## config.mk

```make
export PLATFORM = sky130hd
export DESIGN_NAME = nmwu_csr
export DESIGN_NICKNAME = d
export VERILOG_FILES = /design/src/sv/nmwu_pkg.sv /design/src/sv/nmwu_csr.sv
export SDC_FILE = /design/constraint.sdc
export NUM_CORES = 1
export LEC_CHECK = 0
export BUFFER_PORTS_ARGS = -buffer_cell sky130_fd_sc_hd__buf_2
export CORE_UTILIZATION = 35
export CTS_CLUSTER_DIAMETER = 150
export DETAILED_ROUTE_END_ITERATION = 7
export PLACE_DENSITY_LB_ADDON = 0.05
export SYNTH_ARGS = -nofsm -noshare
export SYNTH_HDL_FRONTEND = slang
export SYNTH_SLANG_ARGS = --single-unit
```

## constraint.sdc

```tcl
create_clock -name clock -period 2.3 [get_ports clock]
set_clock_uncertainty 0.2 [all_clocks]
set_input_delay 0 -clock clock [delete_from_list [all_inputs] [get_ports clock]]
set_output_delay 0 -clock clock [all_outputs]
set_load 0.1 [all_outputs]
```

## src/sv/nmwu_pkg.sv

```systemverilog
// Shared types, widths and constants of the Nesterov momentum weight update block.
package nmwu_pkg;

   // Field widths of the request, result and register set.
   localparam int IDX_W   = 12;
   localparam int WORD_W  = 32;
   localparam int MULT_W  = 16;
   localparam int BATCH_W = 11;
   localparam int LOSS_W  = 47;

   // Configuration port geometry: five registers at byte addresses 4*i.
   localparam int CSR_AW = 5;
   localparam int CSR_DW = 32;

   // Default depth of the velocity memory.
   localparam int PARAM_COUNT_DEF = 4096;

   // Datapath widths: shared multiplier operands and product, gradient numerator.
   localparam int OP_W   = 33;
   localparam int PROD_W = 66;
   localparam int GNUM_W = 42;
   localparam int G_W    = 43;

   // Register reset values.
   localparam logic [MULT_W-1:0]  LR_RESET       = 16'd655;
   localparam logic [MULT_W-1:0]  MOM_RESET      = 16'd58982;
   localparam logic [MULT_W-1:0]  STRENGTH_RESET = 16'd0;
   localparam logic [BATCH_W-1:0] BATCH_RESET    = 11'd1;

   // A group multiplier of zero stands for 1.0 in Q8.8.
   localparam logic [MULT_W:0] MULT_ONE = 17'd256;
   // 1.0 in Q0.16, added to the momentum factor for the weight step.
   localparam logic [MULT_W:0] Q16_ONE  = 17'd65536;
   // Ceiling of the saturating loss totals.
   localparam logic [LOSS_W-1:0] LOSS_MAX = {LOSS_W{1'b1}};

   // Request commands.
   localparam logic CMD_UPDATE = 1'b0;
   localparam logic CMD_CLEAR  = 1'b1;

   // Register indexes on the configuration port.
   typedef enum logic [2:0] {
      REG_LEARNING_RATE   = 3'd0,
      REG_MOMENTUM_FACTOR = 3'd1,
      REG_L1_STRENGTH     = 3'd2,
      REG_L2_STRENGTH     = 3'd3,
      REG_BATCH_COUNT     = 3'd4
   } reg_index_type;

   // Register contents as seen by the datapath.
   typedef struct packed {
      logic [MULT_W-1:0]  learning_rate;
      logic [MULT_W-1:0]  momentum_factor;
      logic [MULT_W-1:0]  l1_strength;
      logic [MULT_W-1:0]  l2_strength;
      logic [BATCH_W-1:0] batch_count;
   } cfg_type;

endpackage

```

## src/sv/nmwu_csr.sv

```systemverilog
// APB-style register file holding the step size, momentum, decay and batch settings.
module nmwu_csr (
   input  logic                          clock,
   input  logic                          reset,
   input  logic                          psel,
   input  logic                          penable,
   input  logic                          pwrite,
   input  logic [nmwu_pkg::CSR_AW-1:0]   paddr,
   input  logic [nmwu_pkg::CSR_DW-1:0]   pwdata,
   output logic [nmwu_pkg::CSR_DW-1:0]   prdata,
   output logic                          pready,
   output nmwu_pkg::cfg_type             cfg
);
   import nmwu_pkg::*;

   cfg_type       cfg_ff;
   cfg_type       cfg_in;
   logic          wr_en;
   logic [2:0]    reg_sel;

   assign wr_en   = psel && penable && pwrite;
   assign reg_sel = paddr[CSR_AW-1:2];

   // Register write decode; values are masked to the register width.
   always_comb begin
      cfg_in = cfg_ff;
      if (wr_en) begin
         unique case (reg_sel)
            REG_LEARNING_RATE:   cfg_in.learning_rate   = pwdata[MULT_W-1:0];
            REG_MOMENTUM_FACTOR: cfg_in.momentum_factor = pwdata[MULT_W-1:0];
            REG_L1_STRENGTH:     cfg_in.l1_strength     = pwdata[MULT_W-1:0];
            REG_L2_STRENGTH:     cfg_in.l2_strength     = pwdata[MULT_W-1:0];
            REG_BATCH_COUNT:     cfg_in.batch_count     = pwdata[BATCH_W-1:0];
            default:             cfg_in = cfg_ff;
         endcase
      end
   end

   always_ff @(posedge clock) begin
      if (reset) begin
         cfg_ff.learning_rate   <= LR_RESET;
         cfg_ff.momentum_factor <= MOM_RESET;
         cfg_ff.l1_strength     <= STRENGTH_RESET;
         cfg_ff.l2_strength     <= STRENGTH_RESET;
         cfg_ff.batch_count     <= BATCH_RESET;
      end else begin
         cfg_ff <= cfg_in;
      end
   end

   // Read-back multiplexer.
   always_comb begin
      unique case (reg_sel)
         REG_LEARNING_RATE:   prdata = CSR_DW'(cfg_ff.learning_rate);
         REG_MOMENTUM_FACTOR: prdata = CSR_DW'(cfg_ff.momentum_factor);
         REG_L1_STRENGTH:     prdata = CSR_DW'(cfg_ff.l1_strength);
         REG_L2_STRENGTH:     prdata = CSR_DW'(cfg_ff.l2_strength);
         REG_BATCH_COUNT:     prdata = CSR_DW'(cfg_ff.batch_count);
         default:             prdata = '0;
      endcase
   end

   assign pready = 1'b1;
   assign cfg    = cfg_ff;
endmodule

```

Word level (Yosys, flattened, before mapping) --
Cells that the tools add are included.
Operators by class: eq/ne operators 4, muxes and demuxes 1, reductions and logical operators 8
Operators with widths (count):
- case mux 16 bit (5 select lines) | 1
- AND reduction 2 bit | 5
- == test 3 x 2 -> 1 bit (second input constant) | 2
- == test 3 x 1 -> 1 bit (second input constant) | 1
- == test 3 bit (second input constant) | 1
- logical NOT 3 bit | 1
- logical AND 1 bit | 2
Storage, ports and cells: register bits 75, input port bits 42, output and inout port bits 108, word-level logic and storage cells 18

Depth between registers and ports, before layout --
depth after elaboration 3, gate-level depth with buffers 6, gate-level depth less buffers 3

Worst setup path before layout --
No wires, ideal clock.
kind register -> output, start register cfg_ff (netlist bit cfg[12]), end output prdata[1] (netlist name), arrival 3245 ps, required time 2100 ps, path slack -1145 ps, stages on the path, launching flop included 3, path buffers 0, path through dfxtp_1 -> mux2i_1 -> o21ai_0
Between the ends: word-level cells in the longest chain between the ends 1
Ends and longest elaborated chain:
- start, declared | RTL line nmwu_csr.sv:16 | cfg_type cfg_ff;
- start signal, assigned | RTL line nmwu_csr.sv:47 | cfg_ff <= cfg_in;
- case mux 16 bit (5 select lines) | RTL line nmwu_csr.sv:53 | unique case (reg_sel)
- end, declared | RTL line nmwu_csr.sv:10 | output logic [nmwu_pkg::CSR_DW-1:0] prdata,
No other way between the ends.

Worst setup path in the final report --
start input psel, end register cfg_ff (netlist bit cfg[7])
Between the ends: word-level cells in the longest chain between the ends 3
Ends and longest elaborated chain:
- start, declared | RTL line nmwu_csr.sv:5 | input logic psel,
- logical AND 1 bit (2 in a row) | RTL line nmwu_csr.sv:21 | assign wr_en = psel && penable && pwrite;
- AND reduction 2 bit (no source line)
No other way between the ends. A chain may end at the register's enable or synchronous reset.

==> flow_metrics.tcl <==
set metrics [dict create \
    yosys.area_share.simple_pct 19.67 \
    drc 0 \
    hpwlAfterDp_um 6617 \
    p_total_mw 2.810 \
    worst_pin_slew_ns 0.6453 \
    final_layout_size_suffix_gt1_share_pct 32.07 \
    cellLeakagePower_nw 2.426 \
    synth_fa_ha_area_share_pct 0 \
    fmax_ghz 0.4930 \
    post-route-util_pct 47.94 \
    synth-seq-area-share_pct 39.80 \
    fill_cells 1025 \
    path_class "primary input to flop" \
    nets 539 \
    stdcell_count 638 \
    synth_top_cell_area_share_pct 39.80 \
    cts_resized 0 \
    required_ns 2.38 \
    syn-instance-count 369 \
    viasPerCell 4.635 \
    h-tree-depth 3 \
    synth.distinct_cells 32 \
    antenna_found_initial 0 \
    relSlewSlack_pct 56.93 \
    ys.warnings.count 0 \
    power.density_nw_per_um2 565.3 \
    die_area_um2 11200 \
    wl_per_cell_um 15.72 \
    cts_tree "done" \
    synth.largest_area_cell "dfxtp_1" \
    drt_iter0_markers 62 \
    synthMuxAreaShare_pct 28.49 \
    grt_first_pass_wirelength_um 15320 \
    grt_max_degree 104 \
    initial_core_util_pct 36.38 \
    synth.avg_cell_area_um2 10.22 \
    crit_path_max_fanout 6 \
    post_cts_buffers 0 \
    synth_xor_area_share_pct 0 \
    grt.overflow.total 0 \
    netlist_area_um2 3772 \
    ir_worst_vdd_mv 0.3016 \
    root_buffer "clkbuf_8" \
    postRouteAntennaNets 0 \
    arrival_ns 2.11 \
    place_inst 601 \
    outcome "finished, final reports clean" \
    fin_tns_setup_ns 0 \
    synth_top_family_by_area "multiplexers" \
    top_level_ports 150 \
    cap_viol_max_count 0 \
    synth_seq_cells 75 \
    largest_register_ffs 75 \
    core_area_um2 10370 \
    grt_usage_pct 17.87 \
    drt_pass1_iterations 4 \
    start_kind "primary input" \
    num_antenna_cells 0 \
    first_global_vias 2779 \
    place.port_buffers 114 \
    wl_um 10030 \
    yosys-top-cells-area "dfxtp_1 40%, mux2i_1 25%, nand2b_1 13%, buf_4 4.2%, mux4_2 3.0%" \
    die_y_um 105.8 \
    hold_violations 0 \
    num_vias 2957 \
    fin_crit_ns 2.028 \
    clock-sinks 75 \
    synth-compound-area-share_pct 4.345 \
    rsz0062_at_grt "no" \
    clk_latency_ns 0.35 \
    finalSetupViolations 0 \
    timing.hold.ws_ns 0.01428 \
    finalCritPeriodShare_pct 88.19 \
    min_path_type "primary input to flop" \
    cts_buffers 9 \
    clockBufferDepth 2 \
    die_w_um 105.8 \
    finalMaxSlewViolations 0 \
    place_congestion 0.7209 \
    endpoint_kind "flop" \
    core.rowCount 37 \
    clkTransAtPathRegs_ns 0.09 \
    area_delta_synth_final_pct 31.77 \
]
cells in the mapped netlist:
cell type and instances:
a21o_1 8, a21oi_1 1, a22oi_1 1, a2bb2oi_1 1, and3b_1 1, and4b_1 1
buf_1 3, buf_2 7, buf_4 21, buf_6 4, clkbuf_1 9, conb_1 2
dfxtp_1 75, mux2_2 1, mux2i_1 95, mux4_2 5, nand2_1 1, nand2b_1 76
nand3_2 1, nand3b_1 1, nand4_4 1, nand4b_1 1, nor2_1 29, nor2b_1 6
nor3_2 1, nor3b_1 2, nor3b_4 1, o21a_1 1, o21ai_0 2, o22ai_1 9
o2bb2ai_1 1, or2_2 1
logic make-up (layout without fill, tap and decap cells):
| family | count (synthesis) | after routing |
|---|---|---|
| compound gates | 24 | 24 |
| buf+inv | 44 | 162 |
| other cells | 2 | 17 |
| simple gates | 123 | 123 |
| mux | 101 | 101 |
| flops | 75 | 75 |
routing by layer:
| layer | vias to the layer above | part of all wire [%] | global-route usage (%) | wire length, um |
|---|---|---|---|---|
| met5 | - | 0 | 0 | 0 |
| met3 | 9 | 4.5 | 3.030 | 453 |
| li1 | 1470 | - | - | - |
| met4 | 0 | 1.3 | 6.250 | 126 |
| met2 | 90 | 47 | 29.27 | 4708 |
| met1 | 1388 | 47 | 23.59 | 4738 |
critical path: stages:
cell and delay (ns):
dlygate4sd3_1 0.56, buf_2 0.16, nand4_4 0.18, dlygate4sd3_1 0.96, mux2i_1 0.25
placed cells by master, fill, tap and decap left out, types with 2 or more instances in the layout:
master and instances:
mux4_2 5, clkinv_2 2, mux2i_1 95, conb_1 17, nor2_1 29, a21o_1 8
clkbuf_8 10, dlygate4sd3_1 21, nor3b_2 2, clkinvlp_4 3, nand2b_1 76, buf_12 10
nor2b_4 5, dfxtp_1 75, buf_4 10, buf_2 105, o22ai_1 8
final timing paths:
kind / from / endpoint / slack, ns / cells past startpoint
min reg2reg: cfg[73] / cfg[73] / 0.29 / 2
max reg2reg: cfg[0] / cfg[0] / 0.92 / 3
max: psel / cfg[7] / 0.27 / 5
min: reset / cfg[53] / 0.01 / 4
final cells by class:
cell class              instances  area [um2]  area share (%)
clock buffers                  10       137.6           2.769
clock inverters                 6       41.29          0.8306
multi-input cells             265        2110           42.44
well taps                     136       170.2           3.423
flip-flops and latches         75        1501           30.20
repair buffers                146        1011           20.34
report_power, final:
part / internal [mW] / total, mW / switching, mW / leakage, nW
registers: 1.31 / 1.31 / 0.00766 / 0.605
clock network: 0.419 / 0.925 / 0.506 / 0.0843
logic: 0.157 / 0.571 / 0.414 / 1.74
metrics by stage:
step / setup slack (ns) / cell area, um2
2_1_floorplan: 0.07931 / 3884
3_3_place_gp: 0.5059 / 4582
3_5_place_dp: 0.4630 / 4582
4_1_cts: 0.2853 / 4971
5_1_grt: 0.2232 / 4971
6_report: 0.2717 / 4971
timing repair:
action,4_1_cts,5_1_grt
endpoints found under the setup margin,0,0
endpoints found under the hold margin,75,0
hold buffers,21,0
(Power assumes the default switching activity.)
