<file path="src/sv/nmwu_pkg.sv">
// Shared types, widths and constants of the Nesterov momentum weight update block.
package nmwu_pkg;

   // Field widths of the request, result and register set.
   localparam int IDX_W   = 12;
   localparam int WORD_W  = 32;
   localparam int MULT_W  = 16;
   localparam int BATCH_W = 11;
   localparam int LOSS_W  = 47;

   // Configuration port geometry: five registers at byte addresses 4*i.
   localparam int CSR_AW = 5;
   localparam int CSR_DW = 32;

   // Default depth of the velocity memory.
   localparam int PARAM_COUNT_DEF = 4096;

   // Datapath widths: shared multiplier operands and product, gradient numerator.
   localparam int OP_W   = 33;
   localparam int PROD_W = 66;
   localparam int GNUM_W = 42;
   localparam int G_W    = 43;

   // Register reset values.
   localparam logic [MULT_W-1:0]  LR_RESET       = 16'd655;
   localparam logic [MULT_W-1:0]  MOM_RESET      = 16'd58982;
   localparam logic [MULT_W-1:0]  STRENGTH_RESET = 16'd0;
   localparam logic [BATCH_W-1:0] BATCH_RESET    = 11'd1;

   // A group multiplier of zero stands for 1.0 in Q8.8.
   localparam logic [MULT_W:0] MULT_ONE = 17'd256;
   // 1.0 in Q0.16, added to the momentum factor for the weight step.
   localparam logic [MULT_W:0] Q16_ONE  = 17'd65536;
   // Ceiling of the saturating loss totals.
   localparam logic [LOSS_W-1:0] LOSS_MAX = {LOSS_W{1'b1}};

   // Request commands.
   localparam logic CMD_UPDATE = 1'b0;
   localparam logic CMD_CLEAR  = 1'b1;

   // Register indexes on the configuration port.
   typedef enum logic [2:0] {
      REG_LEARNING_RATE   = 3'd0,
      REG_MOMENTUM_FACTOR = 3'd1,
      REG_L1_STRENGTH     = 3'd2,
      REG_L2_STRENGTH     = 3'd3,
      REG_BATCH_COUNT     = 3'd4
   } reg_index_type;

   // Register contents as seen by the datapath.
   typedef struct packed {
      logic [MULT_W-1:0]  learning_rate;
      logic [MULT_W-1:0]  momentum_factor;
      logic [MULT_W-1:0]  l1_strength;
      logic [MULT_W-1:0]  l2_strength;
      logic [BATCH_W-1:0] batch_count;
   } cfg_type;

endpackage

</file>
<file path="src/sv/nmwu_div.sv">
// Restoring divider, one quotient bit per cycle, for the batch normalization.
module nmwu_div (
   input  logic                          clock,
   input  logic                          reset,
   input  logic                          start,
   input  logic [nmwu_pkg::GNUM_W-1:0]   dividend,
   input  logic [nmwu_pkg::BATCH_W-1:0]  divisor,
   output logic                          done,
   output logic [nmwu_pkg::GNUM_W-1:0]   quotient
);
   import nmwu_pkg::*;

   localparam int CNT_W = $clog2(GNUM_W);
   localparam logic [CNT_W-1:0] LAST_STEP = CNT_W'(GNUM_W - 1);

   logic                 busy_ff, busy_in;
   logic                 done_ff, done_in;
   logic [CNT_W-1:0]     cnt_ff, cnt_in;
   logic [BATCH_W-1:0]   rem_ff, rem_in;
   logic [GNUM_W-1:0]    quo_ff, quo_in;
   logic [BATCH_W-1:0]   div_ff, div_in;
   logic [BATCH_W:0]     trial;
   logic                 fits;

   // The dividend shifts out at the top while quotient bits shift in below.
   assign trial = {rem_ff, quo_ff[GNUM_W-1]};
   assign fits  = trial >= {1'b0, div_ff};

   always_comb begin
      busy_in = busy_ff;
      done_in = 1'b0;
      cnt_in  = cnt_ff;
      rem_in  = rem_ff;
      quo_in  = quo_ff;
      div_in  = div_ff;
      if (start) begin
         busy_in = 1'b1;
         cnt_in  = '0;
         rem_in  = '0;
         quo_in  = dividend;
         div_in  = divisor;
      end else if (busy_ff) begin
         rem_in = fits ? BATCH_W'(trial - {1'b0, div_ff}) : BATCH_W'(trial);
         quo_in = {quo_ff[GNUM_W-2:0], fits};
         cnt_in = cnt_ff + 1'b1;
         if (cnt_ff == LAST_STEP) begin
            busy_in = 1'b0;
            done_in = 1'b1;
         end
      end
   end

   always_ff @(posedge clock) begin
      if (reset) begin
         busy_ff <= 1'b0;
         done_ff <= 1'b0;
      end else begin
         busy_ff <= busy_in;
         done_ff <= done_in;
      end
      cnt_ff <= cnt_in;
      rem_ff <= rem_in;
      quo_ff <= quo_in;
      div_ff <= div_in;
   end

   assign done     = done_ff;
   assign quotient = quo_ff;
endmodule

</file>
<file path="config.mk">
export PLATFORM = sky130hd
export DESIGN_NAME = nmwu_div
export DESIGN_NICKNAME = d
export VERILOG_FILES = /design/src/sv/nmwu_pkg.sv /design/src/sv/nmwu_div.sv
export SDC_FILE = /design/constraint.sdc
export NUM_CORES = 1
export LEC_CHECK = 0
export BUFFER_PORTS_ARGS = -buffer_cell sky130_fd_sc_hd__buf_2
export CAP_MARGIN = 25
export CORE_ASPECT_RATIO = 0.75
export CORE_MARGIN = 2
export CORE_UTILIZATION = 50
export CTS_CLUSTER_SIZE = 10
export DETAILED_ROUTE_END_ITERATION = 8
export PLACE_DENSITY = 0.77
export SLEW_MARGIN = 30
export SYNTH_ARGS = -nofsm -noshare
export SYNTH_HDL_FRONTEND = slang
export SYNTH_SLANG_ARGS = --single-unit
</file>
<file path="constraint.sdc">
create_clock -name clock -period 4.05 [get_ports clock]
set_input_delay 0.6075 -clock clock [delete_from_list [all_inputs] [get_ports clock]]
set_output_delay 0.6075 -clock clock [all_outputs]
set_load 0.02 [all_outputs]
</file>
; After elaboration in Yosys (flattened, before gate mapping)
; Index checks and enable logic that the tools add are counted.
[totals]
output_inout_bits = 43
register_bits = 72
[classes]
reduce_logical = 2
magnitude_cmp = 1
n_addsub = 2
eq_ne = 1
n_bitwise = 1
muxes = 7
[op_table]
columns = op, count
row1 = $mux W42, 2
row2 = $ge A12 B11 Y1, 1
row3 = $mux W11, 1
row4 = $sub A11 B11 Y11, 1
row5 = $add A6 B1 Y6 const B, 1
row6 = $eq A6 B6 Y1 const B, 1
row7 = $mux W1, 4
row8 = $reduce_or A3 Y1, 1
row9 = $reduce_bool A2 Y1, 1
row10 = $not A1 Y1, 1

; Logic depth before layout (Yosys ltp)
; Gate-level depths: netlist of run 1.
[logic_depth]
ltp_word = 4
ltp_mapped = 10
mapped_depth_nobuf = 9

; Worst setup path after synthesis of run 1
; OpenSTA, ideal clock, no wires.
[synth_path]
path_type = register to register
start = register quo_ff[41] (netlist: quotient[41])
end = register rem_ff[0]
path_stages_with_launch = 10
required_ps = 3971
t_arrival_ps = 2260
setup_ps = 79
period_less_slack_ps = 2339
slack_ps = 1711
cell_sequence = edfxtp_1 inv_1 ha_1 fa_1 nor2b_1 o31a_1 o21ai_4 o21ai_4 mux2_4 a211oi_2
[synth_between]
elab_chain_cells = 2
word_cells_on_any_way = 3
classes_between = add/sub: 1 / order compare: 1 / mux: 1
[synth_rtl]
columns = item, line
row1 = from (decl), nmwu_div.sv:20  ; logic [GNUM_W-1:0] quo_ff, quo_in;
row2 = from (signal assigned), nmwu_div.sv:63  ; quo_ff <= quo_in;
row3 = $sub A11 B11 Y11 or $ge A12 B11 Y1 (tied branches), "nmwu_div.sv:43, nmwu_div.sv:27"
row4 = $mux W11 *, nmwu_div.sv:43  ; rem_in = fits ? BATCH_W'(trial - {1'b0, div_ff}) : BATCH_W'(trial);
row5 = to (signal assigned), nmwu_div.sv:62  ; rem_ff <= rem_in;
row6 = to (decl), nmwu_div.sv:19  ; logic [BATCH_W-1:0] rem_ff, rem_in;
; Every way passes the cells marked *; elsewhere a longest branch is shown, timed or not.
; A chain may end at the register's enable or synchronous reset.

; Worst setup path in the final report of run 1
; Same ends and word-level chain as after synthesis.

==> metrics.md, run 1 <==
| Metric | Value |
|---|---|
| CP Data Arrival Time | `2.91 ns` |
| Post-Syn Area | `3540 um2` |
| Buf+Inv Stages, Crit Path | `1` |
| Crit start category | `flip-flop` |
| Drt initial violations | `124` |
| Via density | `5.30` |
| H-tree levels | `3` |
| Clock Latency Late Sink | `0.35 ns` |
| R2r setup slk | `1.41 ns` |
| Pwr dens | `464 nW/um2` |
| Worst slew pin tran | `0.887 ns` |
| Layout cells sized above 1 | `44.3%` |
| Max capacitance violation total | `0` |
| Max Clk Rate | `379 MHz` |
| # rows | `26` |
| Worst Setup Path Type | `flip-flop to flip-flop` |
| Synth Area in XOR/XNOR | `2.22%` |
| Congestion Overflow GR | `0` |
| Sequential area share after synthesis | `55.6%` |
| Synth Instances | `274` |
| Worst-path clk slew | `0.08 ns` |
| FF-to-FF path depth | `9` |
| Worst Hold End | `div_ff[7]$_DFFE_PP_` |
| Net count, final | `442` |
| Post-synth ARST share | `0%` |
| Mean post-synth cell area | `12.9 um2` |
| Minimum hold slack | `0.430 ns` |
| CP most frequent cell | `o21ai_4` |
| Synth Flop Type | `edfxtp_1` |
| Final Hold Viols | `0` |
| Worst reg2reg path endpoint | `rem_ff[0]$_SDFFE_PP0P_` |
| Mux cell area share after synthesis | `15.5%` |
| Final setup violation count | `0` |
| Outcome | `complete, no violations` |
| WL per Instance | `15.1 um` |
| PortBufs | `98` |
| Crit-path cells | `inv_1 > ha_1 > fa_1 > nor2b_1 > o31a_1 > o21ai_4 > o21ai_4 > mux2_4 > a211oi_2` |
| Vias | `2442` |
| YS warnings | `0` |
| DRT antenna net count | `0` |
| Cell variety after synth | `45` |
| Min-Delay Path Depth | `1` |
| VDD IR max | `0.000304 V` |
| # clock sinks | `72` |
| Max Clock Skew | `0.00674 ns` |
| Crit-path max cell delay | `0.42 ns` |
| Top delay family on crit path | `compound AO/OA/AOI/OAI gates` |
| Largest net degree at the start of global routing | `75` |
| Max-slew headroom | `40.8%` |
| Initial antenna violation count | `0` |
| Initial Util | `51.9%` |
| Register bit total from synthesis | `72` |
| Post-synthesis compound-gate area fraction | `8.33%` |
| Crit Path Max Fanout | `14` |
| Min-delay worst type | `input port to flip-flop` |
| Detailed Routing Iterations Pass 1 | `4` |
| CTS buffer count | `9` |
| Final period utilization | `65.2%` |
| Critical-path top delay cell | `fa_1` |
| Vias in the first global route | `2297` |
| Max-slew violations | `0` |
| DRC violations left | `0` |
| Die area | `7790 um2` |
| Largest family of logic cells by synthesized area | `multiplexers` |
| Tot GR Track Use | `18.7%` |
| Die width | `101 um` |
| CTS tree | `built` |
| # IOs | `99` |
| Drt total wl | `6950 um` |
| Crit path time final | `2.64 ns` |
| Die height | `76.9 um` |
| Detailed Place HPWL | `4900 um` |
| Worst hold start | `divisor[7]` |
| WP data required | `4.32 ns` |
| Cts hold-fix bufs | `0` |
| Most frequent cells in the layout | `buf_2 (98), edfxtp_1 (53), mux2_2 (42)` |
| CTS Buffer Depth | `2` |
| First-pass GRT wire length | `11200 um` |
| Post-CTS sizing | `0` |
| EDFF count, synth | `53` |
| Root Buffer | `clkbuf_8` |
| RSZ-0062 raised after global routing | `false` |
| Crit path capture type | `flip-flop` |
| Postcts setup bufs | `0` |
| Area share of and/or/nand/nor cells after synthesis | `9.99%` |
| Most common cell after layout, fill and taps aside | `buf_2` |
| GPL Wtd Cong | `0.836` |
| Adder-cell share of the synthesized area | `5.15%` |
| Worst flop-to-flop path startpoint | `quotient[41]$_DFFE_PP_` |
| P&R area growth vs syn | `22.6%` |
| Setup total negative slack | `0 ns` |
| Ant diodes | `0` |
| Leak Pwr | `0.00180 uW` |
| Core area | `6830 um2` |
| Syn Nets | `344` |
synth_stat cells (4+ instances only):
library cell  instances  area (um2)
inv_1                15        56.3
o21ai_0               6        30.0
clkbuf_1              5        18.8
mux2_2               42         473
ha_1                 13         163
nand2_1              10        37.5
a211oi_1              8        60.1
nand2b_1              4        25.0
mux2i_1               6        60.1
xnor2_1               6        52.6
buf_1                 6        22.5
edfxtp_1             53        1590
nor2_1               21        78.8
dfxtp_1              19         380
a21oi_1               9        45.0
cells by family (layout without fill, tap and decap cells):
logic type / after synthesis / in the layout
DFF: 72 / 72
AOI/OAI and AO/OA: 42 / 42
muxes: 49 / 49
adders and majority gates: 14 / 14
and+or+nand+nor: 60 / 60
xor gates and xnor gates: 9 / 9
buffers and inverters: 28 / 131
flip-flops by register name, summed over array words and instances (netlist names):
name,flops
busy_ff,1
quotient,42
div_ff,11
rem_ff,11
done,1
cnt_ff,6
metrics by stage:
| step | std cells | util, % | total power, uW | area [um2] | worst slack [ns] |
|---|---|---|---|---|---|
| 2_1_floorplan | 274 | - | 1230 | 3540 | 1.71 |
| 3_3_place_gp | 445 | 60.0 | 1330 | 4100 | 1.55 |
| 6_report | 461 | 63.6 | 2010 | 4340 | 1.41 |
| 4_1_cts | 461 | 63.6 | 2040 | 4340 | 1.41 |
| 3_5_place_dp | 445 | 60.0 | 1350 | 4100 | 1.44 |
| 5_1_grt | 461 | 63.6 | 2110 | 4340 | 1.28 |
cell type report:
type	count	area [um2]
repair buffers	100	505
well taps	84	105
clock inverters	7	120
flip-flops and latches	72	1970
inverters	15	56.3
multi-input cells	174	1460
clock buffers	9	124
fillers	524	2490
how the worst max path moves through the flow:
stage	startpoint	end	slack [ns]	cells past startpoint
finish	quotient[41]$_DFFE_PP_	rem_ff[0]$_SDFFE_PP0P_	1.41	9
global route	quotient[41]$_DFFE_PP_	rem_ff[0]$_SDFFE_PP0P_	1.28	9
CTS	quotient[41]$_DFFE_PP_	rem_ff[0]$_SDFFE_PP0P_	1.41	9
detailed placement	quotient[41]$_DFFE_PP_	rem_ff[0]$_SDFFE_PP0P_	1.44	9
global placement	quotient[41]$_DFFE_PP_	rem_ff[0]$_SDFFE_PP0P_	1.55	9
floorplan	quotient[41]$_DFFE_PP_	rem_ff[0]$_SDFFE_PP0P_	1.71	9
worst reg2reg max path, stage by stage (launching register included):
cell and delay, ns:
edfxtp_1 0.36, inv_1 0.06, ha_1 0.23, fa_1 0.42
nor2b_1 0.16, o31a_1 0.23, o21ai_4 0.12, o21ai_4 0.43
mux2_4 0.35, a211oi_2 0.20
routing by layer:
layer / global-route usage, % / wire length (um) / vias to the layer above
met5: 0 / 0 / -
met4: 7.84 / 125 / 0
met3: 5.47 / 353 / 11
met2: 28.6 / 3200 / 68
met1: 24.9 / 3260 / 1144
li1: - / - / 1219
power by group:
group / switching [uW] / leakage, uW / total [uW] / internal (uW)
Clock: 272 / 0.000119 / 682 / 410
Sequential: 36.6 / 0.000686 / 911 / 874
Combinational: 241 / 0.000997 / 422 / 181
Note: power is estimated with default switching activity, not from simulation.
==> run 2: changes to the inputs <==
==> constraint.sdc (replaced) <==
create_clock -name clock -period 2.6 [get_ports clock]
set_input_delay 0.39 -clock clock [delete_from_list [all_inputs] [get_ports clock]]
set_output_delay 0.39 -clock clock [all_outputs]
set_load 0.02 [all_outputs]
==> metrics.md, run 2 (synthesized netlist as in run 1, its figures left out) <==
| Metric | Value |
|---|---|
| Die height | `76.9 um` |
| Max-slew violations | `0` |
| CTS buffer count | `9` |
| Vias in the first global route | `2302` |
| P&R area growth vs syn | `23.2%` |
| Buf+Inv Stages, Crit Path | `2` |
| Crit Path Max Fanout | `5` |
| # clock sinks | `72` |
| Core area | `6830 um2` |
| Final instance area | `4370 um2` |
| Critical-path top delay cell | `fa_1` |
| Layout cells sized above 1 | `44.9%` |
| Outcome | `complete, no violations` |
| Leak Pwr | `0.00182 uW` |
| Root Buffer | `clkbuf_8` |
| CTS Buffer Depth | `2` |
| Crit-path cells | `inv_1 > ha_1 > fa_1 > nor2b_1 > o31a_1 > o21ai_4 > o21ai_4 > buf_4 > nor3_1 > or3_1` |
| CTS tree | `built` |
| H-tree levels | `3` |
| Drt initial violations | `168` |
| Worst-path clk slew | `0.09 ns` |
| Crit path capture type | `flip-flop` |
| DRT antenna net count | `0` |
| PortBufs | `98` |
| Max Clock Skew | `0.0114 ns` |
| Initial Util | `51.9%` |
| Die area | `7790 um2` |
| Initial antenna violation count | `0` |
| WL per Instance | `15.1 um` |
| WP data required | `2.82 ns` |
| Largest net degree at the start of global routing | `43` |
| Net count, final | `448` |
| Crit path time final | `2.48 ns` |
| Ant diodes | `0` |
| Detailed Place HPWL | `5080 um` |
| Max capacitance violation total | `0` |
| Vias | `2503` |
| Dpl ws | `0.0902 ns` |
| Crit start category | `flip-flop` |
| # rows | `26` |
| Final Hold Viols | `0` |
| CP most frequent cell | `o21ai_4` |
| Worst slew pin tran | `0.548 ns` |
| Worst Setup Path Type | `flip-flop to flip-flop` |
| Crit-path max cell delay | `0.40 ns` |
| Final setup violation count | `0` |
| Dpl cell area | `4130 um2` |
| Die width | `101 um` |
| DRC violations left | `0` |
| Max FFs per register | `42` |
| VDD IR max | `0.000447 V` |
| Min-delay worst type | `input port to flip-flop` |
| # IOs | `99` |
| GPL Wtd Cong | `0.892` |
| Via density | `5.36` |
| First-pass GRT wire length | `11300 um` |
| Final period utilization | `95.2%` |
| CP Data Arrival Time | `2.70 ns` |
| Worst Setup Slack, final | `0.124 ns` |
| Drt total wl | `7050 um` |
| Most frequent cells in the layout | `buf_2 (98), edfxtp_1 (53), mux2_2 (42)` |
| Clock Latency Late Sink | `0.34 ns` |
| Max-slew headroom | `63.5%` |
| Detailed Routing Iterations Pass 1 | `4` |
| Most common cell after layout, fill and taps aside | `buf_2` |
| Core Util, Final | `63.9%` |
| Pwr dens | `704 nW/um2` |
| Congestion Overflow GR | `0` |
| Top delay family on crit path | `adder cells` |
| Max Clk Rate | `404 MHz` |
| Tot GR Track Use | `18.6%` |
==> run 2: final timing paths <==
path | start | end | slack [ns] | depth (start not counted)
worst max-delay path | quotient[41]$_DFFE_PP_ | rem_ff[1]$_SDFFE_PP0P_ | 0.12 | 10
worst min-delay path | divisor[9] | div_ff[9]$_DFFE_PP_ | 0.22 | 1
worst max register to register | quotient[41]$_DFFE_PP_ | rem_ff[1]$_SDFFE_PP0P_ | 0.12 | 10
worst min register to register | cnt_ff[5]$_SDFFE_PP0P_ | done$_SDFF_PP0_ | 0.49 | 2
==> run 2: metal layers <==
metal | global-route usage (%) | share of wire (%) | wire [um]
met5 | 0 | 0 | 0
met4 | 5.00 | 1.2 | 88
met3 | 5.74 | 5.3 | 373
met2 | 27.9 | 45 | 3180
met1 | 26.4 | 48 | 3400
==> run 2: cell type report <==
| class | instances | area (um2) |
|---|---|---|
| multi-input combinational | 174 | 1460 |
| clock inverter | 6 | 92.6 |
| sequential | 72 | 1970 |
| tap | 84 | 105 |
| inverter | 15 | 56.3 |
| fill | 523 | 2460 |
| clock buffer | 10 | 128 |
| timing repair buffer | 106 | 554 |
==> run 2: power by group <==
| group | switching (uW) | internal (uW) | leakage [uW] |
|---|---|---|---|
| Sequential | 60.1 | 1360 | 0.000686 |
| Combinational | 380 | 297 | 0.00103 |
| Clock | 429 | 546 | 0.000103 |
==> run 2: worst reg2reg max path, stage by stage, from the launching register on <==
cell	delay (ns)
edfxtp_1	0.36
inv_1	0.07
ha_1	0.22
fa_1	0.40
nor2b_1	0.16
o31a_1	0.24
o21ai_4	0.12
o21ai_4	0.22
buf_4	0.17
nor3_1	0.05
or3_1	0.34
==> run 2: through the flow <==
step,cells,total power (uW),TNS (ns),hold slack [ns]
final,467,3070,0,0.217
after global routing,467,3210,-0.00704,0.200
after CTS,465,3080,0,0.202
after detailed placement,449,2110,0,0.476
after global placement,449,2090,0,0.472
after floorplan,274,1910,0,0.450
==> run 2: timing repair <==
| action | CTS | global route |
|---|---|---|
| gates resized for setup | 0 | 1 |
| endpoints found under the setup margin | 0 | 6 |
| hold buffers | 0 | 0 |
| buffers inserted | 0 | 2 |
